### src/hdl/dwcs_pkg.sv
package dwcs_pkg;

  // Default number of delay taps in one sweep.
  localparam int unsigned DELAY_STEPS_DEF = 32;

  // Fixed widths of the beat fields.
  localparam int unsigned BDLY_W = 5;
  localparam int unsigned LEN_W  = 6;

  // min_run after reset.
  localparam logic [LEN_W-1:0] MIN_RUN_RST = LEN_W'(6);

  typedef struct packed {
    logic passed;
    logic last;
  } in_beat_t;

  typedef struct packed {
    logic [BDLY_W-1:0] best_delay;
    logic [LEN_W-1:0]  window_length;
    logic              found;
  } out_beat_t;

  // Registered input beat handed from the input stage to the tracker.
  typedef struct packed {
    logic     vld;
    in_beat_t beat;
  } s1_item_t;

endpackage

### src/hdl/dwcs_in_reg.sv
module dwcs_in_reg
  import dwcs_pkg::*;
(
  input  logic     clk,
  input  logic     rst_n,
  input  logic     in_valid,
  output logic     in_ready,
  input  in_beat_t in_data,
  input  logic     take,
  output s1_item_t item
);

  logic     vld_r;
  in_beat_t beat_r;

  // The slot is free when empty or when its beat leaves this cycle.
  assign in_ready = !vld_r || take;

  always_ff @(posedge clk) begin
    if (!rst_n) begin
      vld_r <= 1'b0;
    end else if (in_ready) begin
      vld_r <= in_valid;
    end
  end

  always_ff @(posedge clk) begin
    if (in_ready && in_valid) begin
      beat_r <= in_data;
    end
  end

  assign item.vld  = vld_r;
  assign item.beat = beat_r;

endmodule

### src/hdl/dwcs_tracker.sv
module dwcs_tracker
  import dwcs_pkg::*;
#(
  parameter int unsigned DELAY_STEPS = DELAY_STEPS_DEF
) (
  input  logic             clk,
  input  logic             rst_n,
  input  logic [LEN_W-1:0] min_run,
  input  s1_item_t         item,
  input  logic             res_free,
  output logic             take,
  output logic             res_valid,
  output out_beat_t        res
);

  localparam int unsigned DLY_W = $clog2(DELAY_STEPS);
  localparam int unsigned RL_W  = $clog2(DELAY_STEPS + 1);

  logic [DLY_W-1:0] idx_r, idx_nxt;
  logic [DLY_W-1:0] run_start_r, run_start_nxt;
  logic [RL_W-1:0]  run_len_r, run_len_nxt;
  logic [DLY_W-1:0] best_start_r, best_start_nxt;
  logic [RL_W-1:0]  best_len_r, best_len_nxt;

  logic             is_final;
  logic             do_close;
  logic             keep;
  logic [LEN_W-1:0] need;
  logic [DLY_W-1:0] cand_start;
  logic [RL_W-1:0]  cand_len;
  logic [DLY_W-1:0] sel_start;
  logic [RL_W-1:0]  sel_len;
  logic [RL_W-1:0]  half_len;

  assign is_final = item.beat.last || (idx_r == DLY_W'(DELAY_STEPS - 1));
  // A final beat needs room in the result register; others never stall.
  assign take      = item.vld && (!is_final || res_free);
  assign res_valid = item.vld && is_final && res_free;

  assign need = (min_run == '0) ? LEN_W'(1) : min_run;

  always_comb begin
    // The run as it stands after this beat, if the beat extends it.
    if (item.beat.passed) begin
      cand_start = (run_len_r == '0) ? idx_r : run_start_r;
      cand_len   = run_len_r + RL_W'(1);
    end else begin
      cand_start = run_start_r;
      cand_len   = run_len_r;
    end
    do_close  = !item.beat.passed || is_final;
    keep      = do_close && (LEN_W'(cand_len) >= need) && (cand_len > best_len_r);
    sel_start = keep ? cand_start : best_start_r;
    sel_len   = keep ? cand_len : best_len_r;

    idx_nxt        = idx_r;
    run_start_nxt  = run_start_r;
    run_len_nxt    = run_len_r;
    best_start_nxt = best_start_r;
    best_len_nxt   = best_len_r;
    if (take) begin
      if (is_final) begin
        idx_nxt        = '0;
        run_start_nxt  = '0;
        run_len_nxt    = '0;
        best_start_nxt = '0;
        best_len_nxt   = '0;
      end else begin
        idx_nxt        = idx_r + DLY_W'(1);
        run_start_nxt  = do_close ? '0 : cand_start;
        run_len_nxt    = do_close ? '0 : cand_len;
        best_start_nxt = sel_start;
        best_len_nxt   = sel_len;
      end
    end
  end

  assign half_len = (sel_len - RL_W'(1)) >> 1;

  always_comb begin
    if (sel_len != '0) begin
      res.best_delay    = BDLY_W'(sel_start) + BDLY_W'(half_len);
      res.window_length = LEN_W'(sel_len);
      res.found         = 1'b1;
    end else begin
      res.best_delay    = '0;
      res.window_length = '0;
      res.found         = 1'b0;
    end
  end

  always_ff @(posedge clk) begin
    if (!rst_n) begin
      idx_r        <= '0;
      run_start_r  <= '0;
      run_len_r    <= '0;
      best_start_r <= '0;
      best_len_r   <= '0;
    end else begin
      idx_r        <= idx_nxt;
      run_start_r  <= run_start_nxt;
      run_len_r    <= run_len_nxt;
      best_start_r <= best_start_nxt;
      best_len_r   <= best_len_nxt;
    end
  end

endmodule

### src/hdl/dwcs_out_reg.sv
module dwcs_out_reg
  import dwcs_pkg::*;
(
  input  logic      clk,
  input  logic      rst_n,
  input  logic      res_valid,
  input  out_beat_t res,
  output logic      res_free,
  output logic      out_valid,
  input  logic      out_ready,
  output out_beat_t out_data
);

  logic      vld_r;
  out_beat_t data_r;

  assign res_free = !vld_r || out_ready;

  always_ff @(posedge clk) begin
    if (!rst_n) begin
      vld_r <= 1'b0;
    end else if (res_free) begin
      vld_r <= res_valid;
    end
  end

  always_ff @(posedge clk) begin
    if (res_free && res_valid) begin
      data_r <= res;
    end
  end

  assign out_valid = vld_r;
  assign out_data  = data_r;

endmodule

### src/hdl/delay_window_center_search.sv
// Finds the center of the longest passing input-delay window of one lane.
// The input channel takes one beat per delay tap, in rising tap order: the
// pass flag of the pattern test and a last flag on the final tap. The tap
// with index DELAY_STEPS-1 also ends the sweep. On the final beat the block
// emits one result beat: midpoint delay, window length and a found flag;
// runs shorter than min_run are ignored and ties keep the earliest run.
// Non-final beats produce no output. The cfg_ port writes min_run; the user
// must use it only while no sweep is in flight; the block does not enforce
// it. Throughput is one beat per cycle while the result register can take a
// final beat. A beat is captured in an input register and processed by the
// run tracker, and the result of a final beat is captured in the result
// register that drives out_valid. The result register lets the next sweep
// start while an unread result waits; when the receiver stalls, only a
// further final beat is held back, and that back-pressure reaches in_ready.
// Synchronous reset empties both registers, clears the sweep state and sets
// min_run to 6.
module delay_window_center_search
  import dwcs_pkg::*;
#(
  parameter int unsigned DELAY_STEPS = DELAY_STEPS_DEF
) (
  input  logic             clk,
  input  logic             rst_n,
  input  logic             in_valid,
  output logic             in_ready,
  input  in_beat_t         in_data,
  output logic             out_valid,
  input  logic             out_ready,
  output out_beat_t        out_data,
  input  logic             cfg_we,
  input  logic [LEN_W-1:0] cfg_wdata
);

  logic [LEN_W-1:0] min_run_r;
  s1_item_t         item;
  logic             take;
  logic             res_valid;
  logic             res_free;
  out_beat_t        res;

  // The single configuration register.
  always_ff @(posedge clk) begin
    if (!rst_n) begin
      min_run_r <= MIN_RUN_RST;
    end else if (cfg_we) begin
      min_run_r <= cfg_wdata;
    end
  end

  // Input register: holds the beat that the tracker works on.
  dwcs_in_reg u_in_reg (
    .clk      (clk),
    .rst_n    (rst_n),
    .in_valid (in_valid),
    .in_ready (in_ready),
    .in_data  (in_data),
    .take     (take),
    .item     (item)
  );

  // Run tracker: tap index, open run and best run so far; closes the sweep.
  dwcs_tracker #(
    .DELAY_STEPS (DELAY_STEPS)
  ) u_tracker (
    .clk       (clk),
    .rst_n     (rst_n),
    .min_run   (min_run_r),
    .item      (item),
    .res_free  (res_free),
    .take      (take),
    .res_valid (res_valid),
    .res       (res)
  );

  // Result register toward the receiver.
  dwcs_out_reg u_out_reg (
    .clk       (clk),
    .rst_n     (rst_n),
    .res_valid (res_valid),
    .res       (res),
    .res_free  (res_free),
    .out_valid (out_valid),
    .out_ready (out_ready),
    .out_data  (out_data)
  );

endmodule

### config.mk
export PLATFORM = sky130hd
export DESIGN_NAME = delay_window_center_search
export DESIGN_NICKNAME = d
export VERILOG_FILES = /design/src/hdl/dwcs_pkg.sv /design/src/hdl/dwcs_in_reg.sv /design/src/hdl/dwcs_tracker.sv /design/src/hdl/dwcs_out_reg.sv /design/src/hdl/delay_window_center_search.sv
export SDC_FILE = /design/constraint.sdc
export NUM_CORES = 1
export LEC_CHECK = 0
export ABC_AREA = 1
export BUFFER_PORTS_ARGS = -buffer_cell sky130_fd_sc_hd__buf_2
export CORE_ASPECT_RATIO = 1.25
export CORE_MARGIN = 3
export CORE_UTILIZATION = 34
export DETAILED_ROUTE_END_ITERATION = 8
export MAX_ROUTING_LAYER = met4
export PLACE_DENSITY = 0.63
export REMOVE_ABC_BUFFERS = 1
export SYNTH_ARGS = -nofsm -noshare
export SYNTH_HDL_FRONTEND = slang
export SYNTH_SLANG_ARGS = --single-unit
### constraint.sdc
create_clock -name clk -period 9.55 [get_ports clk]
set_input_delay 0.4775 -clock clk [delete_from_list [all_inputs] [get_ports clk]]
set_output_delay 0.4775 -clock clk [all_outputs]
set_load 0.01 [all_outputs]
==> impl_metrics.env <==
export IMPL_run_status="finished, final reports clean"
export IMPL_routabilityCongestion=0.802
export IMPL_required_ns=9.61
export IMPL_cts_htree_levels=2
export IMPL_post_synth_num_cell_types=37
export IMPL_filler_cell_count=834
export IMPL_worstSetupPathType="reg2reg"
export IMPL_timing_fmax_ghz=0.227
export IMPL_critPathCaptureType="register"
export IMPL_detail_route_wl_per_cell_um=11.1
export IMPL_clock_skew_final_ns=0.00945
export IMPL_crit_path_start_kind="register"
export IMPL_cts_inserted_buffers=5
export IMPL_chipWidth_um=87.7
export IMPL_sequential_cell_area_mm2=0.00112
export IMPL_initial_utilization=0.356
export IMPL_synth_area_leader_cell="sky130_fd_sc_hd__dfxtp_1"
export IMPL_synth_top_cell_area_share=0.247
export IMPL_stdcell_count=490
export IMPL_ctsHoldBuffers=0
export IMPL_cts_tree="yes"
export IMPL_count_of_placed_standard_cells_including_taps=482
export IMPL_antenna_found_initial=0
export IMPL_num_vias=2327
export IMPL_count_of_buffers_added_by_post_cts_timing_repair_for_setup=0
export IMPL_cts_sink_count=49
export IMPL_ffs_latches_synth=49
export IMPL_post_cts_resize_count=0
export IMPL_synth_top_cells_by_area="sky130_fd_sc_hd__dfxtp_1 (25%), sky130_fd_sc_hd__edfxtp_1 (15%), sky130_fd_sc_hd__nand2_1 (12%)"
export IMPL_layout_utilization=0.394
export IMPL_vias_per_cell=4.75
export IMPL_detailedRoute_firstIterationViolations=72
export IMPL_clkLatencyLatePin_ns=0.30
export IMPL_num_rows=36
export IMPL_detail_route_antenna_nets=0
export IMPL_synth_top_flop_cell="sky130_fd_sc_hd__dfxtp_1"
export IMPL_synth_edf_count=14
export IMPL_ys_warnings=0
export IMPL_ys_top_cells_by_count="sky130_fd_sc_hd__nand2_1 (88), sky130_fd_sc_hd__inv_1 (59), sky130_fd_sc_hd__dfxtp_1 (35), sky130_fd_sc_hd__a21oi_1 (34), sky130_fd_sc_hd__nor2_1 (29)"
export IMPL_synth_most_common_cell="sky130_fd_sc_hd__nand2_1"
export IMPL_clock_slew_at_the_register_clock_pins_of_the_worst_setup_and_hold_paths_ns=0.10
export IMPL_top_level_ports=27
export IMPL_slew_viol_final=0
export IMPL_finalSetupTns_ns=0
export IMPL_antenna_diode_count=0
export IMPL_drive_gt1_frac=0.172
export IMPL_first_pass_grt_wire_length_um=9740
export IMPL_globalRouteOverflowTotal=0
export IMPL_max_cap_violations=0
export IMPL_num_nets_final=426
export IMPL_pre_cts_ws_ns=5.15
export IMPL_area_delta_synth_final_pct=10.8
export IMPL_cp_data_arrival_time_ns=4.47
export IMPL_holdCritPathClass="in2reg"
export IMPL_die_area_mm2=0.00948
export IMPL_dp_final_hpwl_um=4170
export IMPL_average_footprint_of_a_synthesized_cell_um2=7.71
export IMPL_hold_viol=0
export IMPL_first_global_vias=2221
export IMPL_port_buffers=26
export IMPL_cts_root_buffer_cell="sky130_fd_sc_hd__clkbuf_8"
export IMPL_setup_violations_final=0
export IMPL_number_of_detailed_routing_iterations_run_before_antenna_repair=4
export IMPL_synthesis_area_mm2=0.00284
export IMPL_p_per_area_mw_per_mm2=120
export IMPL_fin_ws_ns=5.14
export IMPL_post_synth_inst_count=368
export IMPL_rsz0062_at_grt="false"
export IMPL_core_mm2=0.00797
export IMPL_worst_vdd_rail_ir_drop_mv=0.0576
export IMPL_register_area_share_after_synthesis=0.395
export IMPL_grt_total_usage=0.130
export IMPL_multi_input_area_mm2=0.00145
export IMPL_grt_start_max_net_pins=29
export IMPL_relSlewSlack=0.301
export IMPL_fp_dieH_um=108
export IMPL_routed_wl_um=5460
export IMPL_report_power_total_uw=378
export IMPL_synth_async_reset_ratio=0
export IMPL_worst_pin_slew_ns=1.05
export IMPL_leakage_uw=0.00138
export IMPL_cts_root_to_sink_buffers=2
export IMPL_drt_drc_violations_left=0
export IMPL_worst_path_max_fanout=19
export IMPL_finalCritPeriodShare=0.462
export IMPL_finalWorstPathRequiredPeriod_ns=4.41
==> cells in the final DEF, fill, tap and decap left out, types with 8 or more instances in the layout <==
cell,Yosys,routed
sky130_fd_sc_hd__nand2_1,88,88
sky130_fd_sc_hd__inv_1,59,59
sky130_fd_sc_hd__dfxtp_1,35,35
sky130_fd_sc_hd__a21oi_1,34,34
sky130_fd_sc_hd__nor2_1,29,29
sky130_fd_sc_hd__buf_2,1,26
sky130_fd_sc_hd__ha_1,18,18
sky130_fd_sc_hd__o21ai_0,16,15
sky130_fd_sc_hd__edfxtp_1,14,14
sky130_fd_sc_hd__nand3_1,9,9
sky130_fd_sc_hd__nand2_2,8,8
==> stage by stage <==
| step | instance area, µm² | hold WS [ns] |
|---|---|---|
| floorplan | 2800 | 0.445 |
| global placement | 3050 | 0.453 |
| detailed placement | 3050 | 0.458 |
| CTS | 3140 | 0.331 |
| global route | 3140 | 0.323 |
| finish | 3140 | 0.340 |
==> final cells by class <==
class / count / area share
timing repair buffer: 26 / 0.0414
sequential: 49 / 0.357
tap: 95 / 0.0378
multi-input combinational: 250 / 0.462
clock inverter: 3 / 0.00637
inverter: 62 / 0.0740
clock buffer: 5 / 0.0219
==> critical path, stage by stage (launching register included) <==
cell and delay [ns]:
sky130_fd_sc_hd__edfxtp_1 0.52, sky130_fd_sc_hd__nand2_2 0.13, sky130_fd_sc_hd__nor2_4 0.14, sky130_fd_sc_hd__xor2_1 0.42, sky130_fd_sc_hd__ha_1 0.33, sky130_fd_sc_hd__nand2_1 0.09
sky130_fd_sc_hd__nor2_1 0.05, sky130_fd_sc_hd__a21oi_1 0.12, sky130_fd_sc_hd__nand2_1 0.14, sky130_fd_sc_hd__nor2_8 0.20, sky130_fd_sc_hd__nand2_8 0.13, sky130_fd_sc_hd__nand2_2 0.09
sky130_fd_sc_hd__nand2_2 0.10, sky130_fd_sc_hd__nor2_8 0.13, sky130_fd_sc_hd__inv_1 0.07, sky130_fd_sc_hd__nand2_1 0.06, sky130_fd_sc_hd__ha_1 0.16, sky130_fd_sc_hd__inv_1 0.06
sky130_fd_sc_hd__fa_1 0.38, sky130_fd_sc_hd__nor2_1 0.18, sky130_fd_sc_hd__o21ai_0 0.10, sky130_fd_sc_hd__and2_0 0.15, sky130_fd_sc_hd__inv_1 0.05, sky130_fd_sc_hd__o211ai_1 0.08
sky130_fd_sc_hd__nand2_1 0.10, sky130_fd_sc_hd__nand3_1 0.08, sky130_fd_sc_hd__nand2_1 0.06, sky130_fd_sc_hd__nor2_1 0.04
==> report_power, final <==
part / switching, µW / internal (µW)
registers: 2.41 / 218
logic: 22.5 / 10.8
clock network: 71.8 / 52.3
==> routing by layer <==
layer,global-route usage,share of wire
met3,0.0229,0.036
met1,0.164,0.47
met4,0.0384,0.0073
met5,-,0
met2,0.213,0.48
==> cell families after synthesis <==
| kind of cell | synth area share |
|---|---|
| xor gates and xnor gates | 0.0124 |
| adders and majority gates | 0.0865 |
| AOI/OAI and AO/OA | 0.135 |
| buffers and inverters | 0.0944 |
| DFF | 0.395 |
| and+or+nand+nor | 0.277 |
==> flip-flops by register name, summed over array words and instances (netlist names) <==
register                cells
u_out_reg.out_valid         1
u_in_reg.vld_r              1
u_out_reg.out_data         12
min_run_r                   6
u_in_reg.item               2
u_tracker.run_start_r       5
u_tracker.best_len_r        6
u_tracker.idx_r             5
u_tracker.run_len_r         6
u_tracker.best_start_r      5
==> worst paths after layout <==
kind	start	to	slack [ns]	cells past startpoint
max	u_in_reg.item[1]$_DFFE_PP_	u_out_reg.out_data[11]$_SDFFCE_PN0P_	5.14	27
min	in_data[0]	u_in_reg.item[0]$_DFFE_PP_	0.34	1
max reg2reg	u_in_reg.item[1]$_DFFE_PP_	u_out_reg.out_data[11]$_SDFFCE_PN0P_	5.14	27
min reg2reg	u_tracker.best_start_r[0]$_SDFFE_PN0P_	u_tracker.best_start_r[0]$_SDFFE_PN0P_	0.47	2
(Power assumes the default switching activity.)
